===== src/hw/rtl/assert_macros.svh =====
// Assertion macros used by the top level of the card number check core.
`ifndef ASSERT_MACROS_SVH
`define ASSERT_MACROS_SVH
`ifndef SYNTHESIS
// Same-cycle implication, checked on every rising clock edge outside reset.
`define CNLC_ASSERT_SAME(name, clk, rst, ante, cons) \
   name: assert property (@(posedge clk) disable iff (rst) (ante) |-> (cons)) \
      else $error("same-cycle check failed");
// Next-cycle implication, checked on every rising clock edge outside reset.
`define CNLC_ASSERT_NEXT(name, clk, rst, ante, cons) \
   name: assert property (@(posedge clk) disable iff (rst) (ante) |=> (cons)) \
      else $error("next-cycle check failed");
`else
`define CNLC_ASSERT_SAME(name, clk, rst, ante, cons)
`define CNLC_ASSERT_NEXT(name, clk, rst, ante, cons)
`endif
`endif


===== src/hw/rtl/cnlc_pkg.sv =====
// Package with the types, constants and helper functions of the card number check core.
`default_nettype none
package cnlc_pkg;

   // Field widths fixed by the interface.
   localparam int CARD_W  = 54;
   localparam int KIND_W  = 2;
   localparam int COUNT_W = 5;
   localparam int PAIR_W  = 7;

   // Decimal digit storage.
   localparam int DIGIT_W    = 4;
   localparam int NUM_DIGITS = 17;
   localparam int BCD_W      = NUM_DIGITS * DIGIT_W;
   localparam int IDX_W      = $clog2(NUM_DIGITS);
   localparam int BITCNT_W   = $clog2(CARD_W);

   // Card kind codes.
   localparam logic [KIND_W-1:0] KIND_INVALID    = 2'd0;
   localparam logic [KIND_W-1:0] KIND_AMEX       = 2'd1;
   localparam logic [KIND_W-1:0] KIND_MASTERCARD = 2'd2;
   localparam logic [KIND_W-1:0] KIND_VISA       = 2'd3;

   // Digit counts and leading digits used by the classes.
   localparam logic [COUNT_W-1:0] LEN_AMEX  = 5'd15;
   localparam logic [COUNT_W-1:0] LEN_LONG  = 5'd16;
   localparam logic [COUNT_W-1:0] LEN_SHORT = 5'd13;
   localparam logic [DIGIT_W-1:0] DIGIT_ZERO = 4'd0;
   localparam logic [DIGIT_W-1:0] DIGIT_ONE  = 4'd1;
   localparam logic [DIGIT_W-1:0] DIGIT_THREE = 4'd3;
   localparam logic [DIGIT_W-1:0] DIGIT_FOUR = 4'd4;
   localparam logic [DIGIT_W-1:0] DIGIT_FIVE = 4'd5;
   localparam logic [DIGIT_W-1:0] DIGIT_SEVEN = 4'd7;
   localparam logic [DIGIT_W-1:0] DIGIT_TEN  = 4'd10;

   // Summary of one scanned number, handed from the digit scanner to the top level.
   typedef struct packed {
      logic [COUNT_W-1:0] count;
      logic [DIGIT_W-1:0] lead_hi;
      logic [DIGIT_W-1:0] lead_lo;
      logic               sum_zero;
   } scan_result_type;

   // Digit sum of twice a decimal digit.
   function automatic logic [DIGIT_W-1:0] doubled_digit_sum(input logic [DIGIT_W-1:0] d);
      logic [DIGIT_W-1:0] r;
      begin
         unique case (d)
            4'd0: r = 4'd0;
            4'd1: r = 4'd2;
            4'd2: r = 4'd4;
            4'd3: r = 4'd6;
            4'd4: r = 4'd8;
            4'd5: r = 4'd1;
            4'd6: r = 4'd3;
            4'd7: r = 4'd5;
            4'd8: r = 4'd7;
            4'd9: r = 4'd9;
            default: r = 4'd0;
         endcase
         return r;
      end
   endfunction

   // Card class from the digit count and the two leading digits.
   function automatic logic [KIND_W-1:0] classify(
      input logic [COUNT_W-1:0] count,
      input logic [DIGIT_W-1:0] hi,
      input logic [DIGIT_W-1:0] lo
   );
      logic [KIND_W-1:0] k;
      begin
         priority if (count == LEN_AMEX && hi == DIGIT_THREE &&
                      (lo == DIGIT_FOUR || lo == DIGIT_SEVEN)) begin
            k = KIND_AMEX;
         end else if (count == LEN_LONG && hi == DIGIT_FIVE &&
                      lo >= DIGIT_ONE && lo <= DIGIT_FIVE) begin
            k = KIND_MASTERCARD;
         end else if ((count == LEN_SHORT || count == LEN_LONG) && hi == DIGIT_FOUR) begin
            k = KIND_VISA;
         end else begin
            k = KIND_INVALID;
         end
         return k;
      end
   endfunction

endpackage
`default_nettype wire


===== src/hw/rtl/cnlc_bin2bcd.sv =====
// Bit-serial binary to decimal converter (shift and add three), one input bit per cycle while shift_en is high.
`default_nettype none
module cnlc_bin2bcd (
   input  wire logic                         clock,
   input  wire logic                         reset,
   input  wire logic                         load,
   input  wire logic                         shift_en,
   input  wire logic [cnlc_pkg::CARD_W-1:0]  value,
   output logic      [cnlc_pkg::BCD_W-1:0]   bcd,
   output logic                              last
);

   logic [cnlc_pkg::CARD_W-1:0]   bin_ff, bin_in;
   logic [cnlc_pkg::BCD_W-1:0]    bcd_ff, bcd_in;
   logic [cnlc_pkg::BCD_W-1:0]    adjusted;
   logic [cnlc_pkg::BITCNT_W-1:0] cnt_ff, cnt_in;

   // Each decimal digit of five or more gets three added before the shift.
   always_comb begin
      for (int i = 0; i < cnlc_pkg::NUM_DIGITS; i++) begin
         if (bcd_ff[i*cnlc_pkg::DIGIT_W +: cnlc_pkg::DIGIT_W] >= cnlc_pkg::DIGIT_FIVE) begin
            adjusted[i*cnlc_pkg::DIGIT_W +: cnlc_pkg::DIGIT_W] =
               bcd_ff[i*cnlc_pkg::DIGIT_W +: cnlc_pkg::DIGIT_W] + cnlc_pkg::DIGIT_THREE;
         end else begin
            adjusted[i*cnlc_pkg::DIGIT_W +: cnlc_pkg::DIGIT_W] =
               bcd_ff[i*cnlc_pkg::DIGIT_W +: cnlc_pkg::DIGIT_W];
         end
      end
   end

   // Load the number, or move its top bit into the decimal register.
   always_comb begin
      bin_in = bin_ff;
      bcd_in = bcd_ff;
      cnt_in = cnt_ff;
      if (load) begin
         bin_in = value;
         bcd_in = '0;
         cnt_in = '0;
      end else if (shift_en) begin
         bin_in = {bin_ff[cnlc_pkg::CARD_W-2:0], 1'b0};
         bcd_in = {adjusted[cnlc_pkg::BCD_W-2:0], bin_ff[cnlc_pkg::CARD_W-1]};
         cnt_in = cnt_ff + 1'b1;
      end
   end

   always_ff @(posedge clock) begin
      bin_ff <= bin_in;
      bcd_ff <= bcd_in;
      if (reset) begin
         cnt_ff <= '0;
      end else begin
         cnt_ff <= cnt_in;
      end
   end

   assign bcd  = bcd_ff;
   assign last = (cnt_ff == cnlc_pkg::BITCNT_W'(cnlc_pkg::CARD_W - 1));

endmodule
`default_nettype wire


===== src/hw/rtl/cnlc_digit_scan.sv =====
// Digit scanner: walks the decimal digits from the low end, one per cycle while step_en is high.
`default_nettype none
module cnlc_digit_scan (
   input  wire logic                        clock,
   input  wire logic                        reset,
   input  wire logic                        load,
   input  wire logic                        step_en,
   input  wire logic [cnlc_pkg::BCD_W-1:0]  bcd,
   output cnlc_pkg::scan_result_type        result,
   output logic                             last
);

   logic [cnlc_pkg::BCD_W-1:0]   digits_ff, digits_in;
   logic [cnlc_pkg::IDX_W-1:0]   idx_ff, idx_in;
   logic [cnlc_pkg::DIGIT_W-1:0] sum_ff, sum_in;
   logic [cnlc_pkg::COUNT_W-1:0] count_ff, count_in;
   logic [cnlc_pkg::DIGIT_W-1:0] hi_ff, hi_in;
   logic [cnlc_pkg::DIGIT_W-1:0] lo_ff, lo_in;
   logic [cnlc_pkg::DIGIT_W-1:0] prev_ff, prev_in;
   logic [cnlc_pkg::DIGIT_W-1:0] digit;
   logic [cnlc_pkg::DIGIT_W-1:0] contrib;
   logic [cnlc_pkg::DIGIT_W:0]   sum_wide;

   assign digit = digits_ff[cnlc_pkg::DIGIT_W-1:0];

   // Each digit at an odd index (zero at the right) is doubled before it is added.
   always_comb begin
      if (idx_ff[0]) begin
         contrib = cnlc_pkg::doubled_digit_sum(digit);
      end else begin
         contrib = digit;
      end
      sum_wide = {1'b0, sum_ff} + {1'b0, contrib};
   end

   // Keep the Luhn sum modulo ten; track the highest nonzero digit and the one below it.
   always_comb begin
      digits_in = digits_ff;
      idx_in    = idx_ff;
      sum_in    = sum_ff;
      count_in  = count_ff;
      hi_in     = hi_ff;
      lo_in     = lo_ff;
      prev_in   = prev_ff;
      if (load) begin
         digits_in = bcd;
         idx_in    = '0;
         sum_in    = '0;
         count_in  = '0;
         hi_in     = '0;
         lo_in     = '0;
         prev_in   = '0;
      end else if (step_en) begin
         digits_in = {{cnlc_pkg::DIGIT_W{1'b0}}, digits_ff[cnlc_pkg::BCD_W-1:cnlc_pkg::DIGIT_W]};
         idx_in    = idx_ff + 1'b1;
         prev_in   = digit;
         if (sum_wide >= {1'b0, cnlc_pkg::DIGIT_TEN}) begin
            sum_in = cnlc_pkg::DIGIT_W'(sum_wide - {1'b0, cnlc_pkg::DIGIT_TEN});
         end else begin
            sum_in = sum_wide[cnlc_pkg::DIGIT_W-1:0];
         end
         if (digit != cnlc_pkg::DIGIT_ZERO) begin
            count_in = cnlc_pkg::COUNT_W'(idx_ff) + 1'b1;
            if (idx_ff == '0) begin
               // A single-digit number reports the digit itself.
               hi_in = cnlc_pkg::DIGIT_ZERO;
               lo_in = digit;
            end else begin
               hi_in = digit;
               lo_in = prev_ff;
            end
         end
      end
   end

   always_ff @(posedge clock) begin
      digits_ff <= digits_in;
      sum_ff    <= sum_in;
      count_ff  <= count_in;
      hi_ff     <= hi_in;
      lo_ff     <= lo_in;
      prev_ff   <= prev_in;
      if (reset) begin
         idx_ff <= '0;
      end else begin
         idx_ff <= idx_in;
      end
   end

   assign result.count    = count_ff;
   assign result.lead_hi  = hi_ff;
   assign result.lead_lo  = lo_ff;
   assign result.sum_zero = (sum_ff == cnlc_pkg::DIGIT_ZERO);
   assign last = (idx_ff == cnlc_pkg::IDX_W'(cnlc_pkg::NUM_DIGITS - 1));

endmodule
`default_nettype wire


===== src/hw/rtl/card_number_luhn_classifier_core.sv =====
// Luhn check and card classification: one request is converted to decimal bit by bit,
// its 17 decimal digits are scanned one per cycle, and one result is delivered.
// A request passes through 54 one-bit conversion steps, a scanner load and 17
// digit-scan steps before its result is registered; a new request is taken only once
// the sequencer is idle again, and the output register lets the next request in while
// a result still waits. Synchronous active-high reset empties the control path.
`default_nettype none
`include "assert_macros.svh"
module card_number_luhn_classifier_core (
   input  wire logic                          clock,
   input  wire logic                          reset,
   input  wire logic                          req_valid,
   output logic                               req_stall,
   input  wire logic [cnlc_pkg::CARD_W-1:0]   req_card_number,
   output logic                               rsp_valid,
   input  wire logic                          rsp_stall,
   output logic      [cnlc_pkg::KIND_W-1:0]   rsp_card_kind,
   output logic                               rsp_luhn_ok,
   output logic      [cnlc_pkg::COUNT_W-1:0]  rsp_digit_count,
   output logic      [cnlc_pkg::PAIR_W-1:0]   rsp_leading_pair
);

   localparam logic [2:0] S_IDLE = 3'd0;
   localparam logic [2:0] S_CONV = 3'd1;
   localparam logic [2:0] S_LOAD = 3'd2;
   localparam logic [2:0] S_SCAN = 3'd3;
   localparam logic [2:0] S_DONE = 3'd4;

   logic [2:0] state_ff, state_in;
   logic       req_take;
   logic       conv_shift;
   logic       conv_last;
   logic       scan_load;
   logic       scan_step;
   logic       scan_last;
   logic       rsp_load;
   logic [cnlc_pkg::BCD_W-1:0] bcd;
   cnlc_pkg::scan_result_type  scan_res;

   logic                         rsp_valid_ff, rsp_valid_in;
   logic [cnlc_pkg::KIND_W-1:0]  kind_ff;
   logic                         ok_ff;
   logic [cnlc_pkg::COUNT_W-1:0] count_ff;
   logic [cnlc_pkg::PAIR_W-1:0]  pair_ff;
   logic [cnlc_pkg::PAIR_W-1:0]  pair;
   logic [cnlc_pkg::KIND_W-1:0]  kind;

   // A new request enters only when the sequencer is idle.
   assign req_stall = (state_ff != S_IDLE);
   assign req_take  = req_valid && !req_stall;

   cnlc_bin2bcd u_bin2bcd (
      .clock    (clock),
      .reset    (reset),
      .load     (req_take),
      .shift_en (conv_shift),
      .value    (req_card_number),
      .bcd      (bcd),
      .last     (conv_last)
   );

   cnlc_digit_scan u_scan (
      .clock   (clock),
      .reset   (reset),
      .load    (scan_load),
      .step_en (scan_step),
      .bcd     (bcd),
      .result  (scan_res),
      .last    (scan_last)
   );

   // Sequencer: convert, load the scanner, scan, then hand over to the output register.
   always_comb begin
      state_in   = state_ff;
      conv_shift = 1'b0;
      scan_load  = 1'b0;
      scan_step  = 1'b0;
      rsp_load   = 1'b0;
      unique case (state_ff)
         S_IDLE: begin
            if (req_valid) begin
               state_in = S_CONV;
            end
         end
         S_CONV: begin
            conv_shift = 1'b1;
            if (conv_last) begin
               state_in = S_LOAD;
            end
         end
         S_LOAD: begin
            scan_load = 1'b1;
            state_in  = S_SCAN;
         end
         S_SCAN: begin
            scan_step = 1'b1;
            if (scan_last) begin
               state_in = S_DONE;
            end
         end
         S_DONE: begin
            if (!rsp_valid_ff || !rsp_stall) begin
               rsp_load = 1'b1;
               state_in = S_IDLE;
            end
         end
         default: begin
            state_in = S_IDLE;
         end
      endcase
   end

   // Leading pair as a binary value, and the class when the check passes.
   always_comb begin
      pair = (cnlc_pkg::PAIR_W'(scan_res.lead_hi) << 3) +
             (cnlc_pkg::PAIR_W'(scan_res.lead_hi) << 1) +
             cnlc_pkg::PAIR_W'(scan_res.lead_lo);
      if (scan_res.sum_zero) begin
         kind = cnlc_pkg::classify(scan_res.count, scan_res.lead_hi, scan_res.lead_lo);
      end else begin
         kind = cnlc_pkg::KIND_INVALID;
      end
   end

   // Output register holds a result until the receiver takes it.
   always_comb begin
      if (rsp_load) begin
         rsp_valid_in = 1'b1;
      end else if (!rsp_stall) begin
         rsp_valid_in = 1'b0;
      end else begin
         rsp_valid_in = rsp_valid_ff;
      end
   end

   always_ff @(posedge clock) begin
      if (rsp_load) begin
         kind_ff  <= kind;
         ok_ff    <= scan_res.sum_zero;
         count_ff <= scan_res.count;
         pair_ff  <= pair;
      end
      if (reset) begin
         state_ff     <= S_IDLE;
         rsp_valid_ff <= 1'b0;
      end else begin
         state_ff     <= state_in;
         rsp_valid_ff <= rsp_valid_in;
      end
   end

   assign rsp_valid        = rsp_valid_ff;
   assign rsp_card_kind    = kind_ff;
   assign rsp_luhn_ok      = ok_ff;
   assign rsp_digit_count  = count_ff;
   assign rsp_leading_pair = pair_ff;

   // A classified card always passed the check and has a plausible length.
   `CNLC_ASSERT_SAME(a_kind_needs_ok, clock, reset, rsp_valid_ff && kind_ff != cnlc_pkg::KIND_INVALID, ok_ff)
   `CNLC_ASSERT_SAME(a_kind_length, clock, reset, rsp_valid_ff && kind_ff != cnlc_pkg::KIND_INVALID, count_ff >= cnlc_pkg::LEN_SHORT && count_ff <= cnlc_pkg::LEN_LONG)
   // An accepted request always starts the conversion.
   `CNLC_ASSERT_NEXT(a_take_starts, clock, reset, req_take, state_ff == S_CONV)

endmodule
`default_nettype wire

===== config.mk =====
export PLATFORM = sky130hd
export DESIGN_NAME = card_number_luhn_classifier_core
export DESIGN_NICKNAME = d
export VERILOG_FILES = /design/src/hw/rtl/cnlc_pkg.sv /design/src/hw/rtl/cnlc_bin2bcd.sv /design/src/hw/rtl/cnlc_digit_scan.sv /design/src/hw/rtl/card_number_luhn_classifier_core.sv
export VERILOG_INCLUDE_DIRS = /design/src /design/src/hw/rtl
export SDC_FILE = /design/constraint.sdc
export NUM_CORES = 1
export LEC_CHECK = 0
export ABC_CLOCK_PERIOD_IN_PS = 4740
export BUFFER_PORTS_ARGS = -buffer_cell sky130_fd_sc_hd__buf_2
export CORE_MARGIN = 5
export CORE_UTILIZATION = 35
export CTS_CLUSTER_SIZE = 10
export DETAILED_ROUTE_END_ITERATION = 6
export HOLD_SLACK_MARGIN = 0.12
export PLACE_DENSITY_LB_ADDON = 0.1
export RECOVER_POWER = 50
export SYNTH_ARGS = -nofsm -noshare
export SYNTH_HDL_FRONTEND = slang
export SYNTH_SLANG_ARGS = --single-unit

===== constraint.sdc =====
create_clock -name clock -period 4.74 [get_ports clock]
set_input_delay 0.711 -clock clock [delete_from_list [all_inputs] [get_ports clock]]
set_output_delay 0.711 -clock clock [all_outputs]
set_load 0.02 [all_outputs]

==> qor.txt, run 1 <==
DRT Wirelength = 24140 microns
Setup violations, final = 0
Mapped Area = 11710 sq um
WS Path Type = reg -> reg
area of the die = 37220 sq um
global route overflow = 0
Seq cells post-synth = 245
n_diodes = 0
post-CTS sizing = 0
cell area power density = 397.6 nW/um^2
CTS tree = built
NetSw = 1318 uW
Synth warnings = 0
run status = finished, violations left
crit path capture = u_bin2bcd.bin_ff[2]
placed cell area = 12480 sq um
detailed-placement wirelength estimate = 14690 microns
vias in the first global route = 7705
r2r startpoint = state_ff[2]
RSZ-0062 raised after global routing = no
worst slew pin tran = 2.214 ns
Synth Area in XOR/XNOR = 2.991%
VDD IR max = 0.2566 mV
Net Count, Synth = 1254
crit path DAT = 3.59 ns
syn avg cell area = 10.25 sq um
CP Launch Type = flop
failing checks = capacitance limit, slew limit
min cycle time layout = 3.364 ns
nets = 1312
post-route cell area = 13330 sq um
H-tree Lvls = 1
Max clock buf depth = 3
area grow syn2layout = 13.78%
CP max FO = 34
Root Driver = clkbuf_16
row count = 67
Total GRT Usage = 12.96%
Sink Count = 245
Required @ worst endpoint = 4.97 ns
logic gate share of total power = 11.8%
main combinational cell family by area after synthesis = simple AND/OR/NAND/NOR gates
Port Buf Inserts = 74
vias per std cell = 4.763
Final Cycle Share = 70.96%
Sw Share = 24.88%
internal power = 3981 uW
final setup margin = 1.376 ns
post-CTS setup buffers = 0
CP Capture Type = flop
GPL Wtd Cong = 0.7423
clock skew = 0.008198 ns
achievable frequency = 0.2973 GHz
simple-gate area share of the yosys netlist = 15.98%
Total Power = 5299 uW
first-pass GRT wire length = 40000 microns
Top Ports = 75
pin count of the biggest net entering global routing = 89
initial antenna violation count = 0
r2r setup slk = 1.38 ns
critical path startpoint = state_ff[2]
Netlist cell types = 58
setup_tns = 0 ns
layout cells sized above 1 = 14.78%
DRC Markers = 0
R2R depth = 4
Clk Latency, worst-skew pair = 0.54 ns
DP Worst Slack = 1.853 ns
post-synthesis compound-gate area fraction = 9.733%
Syn Inst Count = 1143
Avg WL per Cell = 14.43 microns
die height = 192.9 microns
Via Count = 7968
Post-synth EDFFs = 137
initial drt markers = 385
mux share of post-synthesis cell area = 7.853%
die span in x = 192.9 microns
sequential power share = 48.4%
worst reg2reg path endpoint = u_bin2bcd.bin_ff[2]
Starting Density = 35.19%
slew margin rel. = -47.59%
Pins Over Slew Limit = 85
drt pass-1 iters = 6
CTS Buf Count = 30
Final Hold Vio Count = 0
Post-DRT Antenna Nets = 0
Hold/Removal Path Class = in -> reg
register area share after synthesis = 53.59%
post-synthesis adder-cell area fraction = 5.855%
Lkg Pwr = 0.004981 uW
Max Cap Violations = 1
clock power share = 39.8%
main flop type after synthesis = edfxtp_1
share of synthesized registers carrying an async set or reset = 0%
# hold bufs at CTS = 0
Clock transition at path regs = 0.06 ns
worst hold start = req_card_number[8]
core area = 33280 sq um
[critical path, cell delays in order (launching register included)]
cell and delay, ns:
dfxtp_1 0.49, nor3_1 0.53, nand2_1 0.71, nand2_1 0.99
buf_12 0.31
[cells in the mapped netlist, types with 5 or more instances]
library cell	instances	area (sq um)
buf_1	5	18.77
xnor2_1	26	227.7
mux2i_1	9	90.09
o211ai_1	6	45.04
buf_4	6	45.04
nor4_1	5	31.28
nand3_1	60	300.3
nand2b_1	21	131.4
dfxtp_1	108	2162
xor2_1	14	122.6
ha_1	50	625.6
a21oi_1	89	445.4
mux2_2	71	799.5
inv_1	50	187.7
a211oi_1	11	82.58
buf_2	24	120.1
nor3_1	9	45.04
o21ai_0	53	265.3
nor2_1	51	191.4
o31ai_1	19	142.6
clkbuf_1	20	75.07
edfxtp_1	137	4114
nor3b_1	6	45.04
nand2_1	240	900.9
[sequential cells by signal, indices dropped and copies added, names as in the netlist, 5 cells and up, named ones only]
signal            cells
rsp_digit_count       5
u_bin2bcd.cnt_ff      6
u_scan.count_ff       5
u_scan.digits_ff     68
u_bin2bcd.bcd        68
u_bin2bcd.bin_ff     54
rsp_leading_pair      7
u_scan.idx_ff         5
[per-layer routing]
layer	track usage, %	up-vias	wire length [microns]
met4	2.696	0	385
met1	17.87	3734	11830
met3	2.189	31	894
li1	-	4120	-
met5	0	-	0
met2	21.60	83	11030
[cell usage in the layout (no fill, tap or decap), types with 3 or more instances in the layout]
| cell | n |
|---|---|
| a31oi_1 | 3 |
| o31ai_1 | 19 |
| nor2_1 | 51 |
| nand2b_1 | 22 |
| a211oi_1 | 12 |
| clkbuf_16 | 31 |
| o21ai_0 | 54 |
| nand4b_1 | 3 |
| o211ai_1 | 6 |
| nor3b_1 | 6 |
| mux2_2 | 71 |
| edfxtp_1 | 137 |
| xnor2_1 | 26 |
| buf_2 | 58 |
| a21o_1 | 4 |
| clkbuf_8 | 4 |
| xor2_1 | 14 |
| nand2_1 | 241 |
| mux2i_1 | 9 |
| ha_1 | 50 |
| nand3_1 | 60 |
| clkbuf_1 | 38 |
| a22oi_1 | 4 |
| fa_1 | 3 |
| nor4_1 | 5 |
| nor3_1 | 9 |
| a21oi_1 | 89 |
| inv_1 | 51 |
| dfxtp_1 | 108 |
[logic make-up (layout without fill, tap and decap cells)]
| logic type | count (synthesis) | count (layout) |
|---|---|---|
| mux | 82 | 82 |
| xor+xnor | 40 | 40 |
| buf+inv | 108 | 190 |
| simple gates | 417 | 417 |
| compound gates | 198 | 198 |
| fa+ha+maj | 53 | 53 |
| flops | 245 | 245 |
[worst min path at each step]
stage                                 endpoint  slack, ns  depth (start not counted)
after floorplan              u_scan.prev_ff[0]       0.41                          2
after global placement       u_scan.prev_ff[0]       0.43                          2
after detailed placement     u_scan.prev_ff[3]       0.43                          2
after CTS                 u_bin2bcd.bin_ff[38]       0.40                          3
after global routing      u_bin2bcd.bin_ff[31]       0.41                          3
final                      u_bin2bcd.bin_ff[8]       0.43                          3
[final cells by class]
class	instances	area (sq um)
Fill cell	3317	19960
Clock inverter	1	5.005
Clock buffer	55	905.9
Multi-Input combinational cell	790	4957
Tap cell	448	560.5
Inverter	52	197.7
Timing Repair Buffer	82	422.9
Sequential cell	245	6276
[per-stage QoR]
step | utilization, % | hold slack (ns) | instances
4_1_cts | 40.24 | 0.3980 | 1673
2_1_floorplan | - | 0.4149 | 1143
5_1_grt | 40.04 | 0.4108 | 1673
3_3_place_gp | 37.51 | 0.4294 | 1617
3_5_place_dp | 37.51 | 0.4319 | 1617
6_report | 40.04 | 0.4317 | 1673
[power groups by stage]
| stage | Clock, uW | Sequential, uW | Combinational, uW |
|---|---|---|---|
| after floorplan | 0 | 2570 | 497 |
| after global placement | 0 | 2610 | 642 |
| after detailed placement | 0 | 2610 | 646 |
| after CTS | 2190 | 2570 | 648 |
| after global routing | 2290 | 2580 | 728 |
| final | 2110 | 2560 | 626 |
(Power assumes the default switching activity.)
==> inputs of run 2 (changes only) <==
- ABC_CLOCK_PERIOD_IN_PS: 4740 -> 2900
- clock period: 4.74 -> 2.9 ns (I/O delays scaled with it)
==> run 2 against run 1 <==
The run now ends clean. Die area is the same. Design area is 0.85% higher. Cell count grew 0.54%. Register-to-register slack worse by 1.2 ns. Combinational power up 68%. First-iteration DRC count decreased by 4.9%. Clock skew is 0.0012 ns higher. Total power increased by 64%.
==> qor.txt, run 2 (synthesis results as in run 1) <==
Starting Density = 35.19%
core area = 33280 sq um
CTS Buf Count = 30
VDD IR max = 0.4089 mV
vias in the first global route = 7852
n_diodes = 0
area grow syn2layout = 14.75%
first-pass GRT wire length = 39750 microns
die span in x = 192.9 microns
WS Path Type = reg -> reg
clock skew = 0.009430 ns
Final Hold Vio Count = 0
Top Ports = 75
Lkg Pwr = 0.005049 uW
Clk Latency, worst-skew pair = 0.54 ns
Required @ worst endpoint = 3.33 ns
DRC Markers = 0
Avg WL per Cell = 14.21 microns
GPL Wtd Cong = 0.7384
FILL cells = 3289
run status = finished, final reports clean
Total Power = 8706 uW
register area = 6276 sq um
cell area power density = 647.8 nW/um^2
setup_tns = 0 ns
Setup violations, final = 0
Post-DRT Antenna Nets = 0
Sink Count = 245
nets = 1323
Max Cap Violations = 0
achievable frequency = 0.3698 GHz
Final Cycle Share = 93.24%
initial drt markers = 366
layout cells sized above 1 = 15.88%
CP Capture Type = flop
Pins Over Slew Limit = 0
H-tree Lvls = 1
CTS tree = built
detailed-placement wirelength estimate = 14750 microns
Via Count = 7971
Port Buf Inserts = 74
Max clock buf depth = 3
Clock transition at path regs = 0.06 ns
CP Launch Type = flop
CP max FO = 5
worst slew pin tran = 1.178 ns
vias per std cell = 4.739
slew margin rel. = 21.49%
Hold/Removal Path Class = in -> reg
commonest non-fill, non-tap cell in the layout = nand2_1
drt pass-1 iters = 4
DRT Wirelength = 23900 microns
final setup margin = 0.1962 ns
die height = 192.9 microns
DP Worst Slack = 0.1299 ns
most frequent cells in the layout = nand2_1, edfxtp_1, dfxtp_1
area of the die = 37220 sq um
RSZ-0062 raised after global routing = no
row count = 67
min cycle time layout = 2.704 ns
Total GRT Usage = 12.81%
pin count of the biggest net entering global routing = 85
area of the multi-input gates = 4976 sq um
crit path DAT = 3.14 ns
global route overflow = 0
initial antenna violation count = 0
Root Driver = clkbuf_16
[run 2: cell count changes in the layout (fill, tap and decap cells not counted), sizes merged]
cell / change
buf: +7
clkbuf: -2
clkinv: +3
dlygate4sd3: +1
[run 2: through the flow]
step	utilization [%]	instances	cell area [sq um]	hold WS [ns]
floorplan	-	1143	11710	0.4149
global placement	37.84	1627	12590	0.4274
detailed placement	37.84	1627	12590	0.4298
CTS	40.63	1682	13520	0.1211
global route	40.38	1682	13440	0.1345
finish	40.38	1682	13440	0.1531
[run 2: power breakdown]
group	switching [uW]	total (uW)	leakage, uW	internal, uW
clock	1390	3470	0.000448	2080
combinational	633	1050	0.00243	419
sequential	158	4190	0.00217	4030
[run 2: cell type report]
type / instances / area share, %
Inverter: 52 / 1.471
Clock inverter: 4 / 0.1397
Clock buffer: 50 / 6.675
Timing Repair Buffer: 93 / 3.817
Sequential cell: 245 / 46.70
Tap cell: 448 / 4.171
Multi-Input combinational cell: 790 / 37.03
[run 2: path summary, 6_finish.rpt]
check / slack [ns] / start / cells past startpoint / endpoint
worst max-delay path: 0.20 / u_scan.idx_ff[0] / 10 / u_scan.sum_ff[2]
worst min-delay path: 0.15 / req_card_number[37] / 3 / u_bin2bcd.bin_ff[37]
worst max register to register: 0.20 / u_scan.idx_ff[0] / 10 / u_scan.sum_ff[2]
worst min register to register: 0.43 / u_scan.prev_ff[1] / 2 / u_scan.prev_ff[1]
[run 2: critical path, stage by stage (launching register included)]
cell      delay (ns)
dfxtp_1         0.42
mux2_2          0.37
ha_1            0.21
fa_1            0.40
xor2_1          0.19
inv_1           0.08
ha_1            0.23
o221ai_1        0.17
a31oi_2         0.22
mux2i_1         0.11
a22o_1          0.19
[run 2: layer usage]
| metal | vias to the layer above | part of all wire [%] | global-route usage (%) |
|---|---|---|---|
| li1 | 4121 | - | - |
| met1 | 3735 | 49 | 17.68 |
| met2 | 84 | 46 | 21.18 |
| met3 | 31 | 3.0 | 2.135 |
| met4 | 0 | 2.0 | 3.077 |
| met5 | - | 0 | 0 |
[run 2: timing repair]
action / 4_1_cts / 5_1_grt
buffers inserted: 0 / 0
gates resized for setup: 0 / 1
hold endpoints to repair: 1 / 0
endpoints found under the setup margin: 0 / 1
hold buffers: 1 / 0
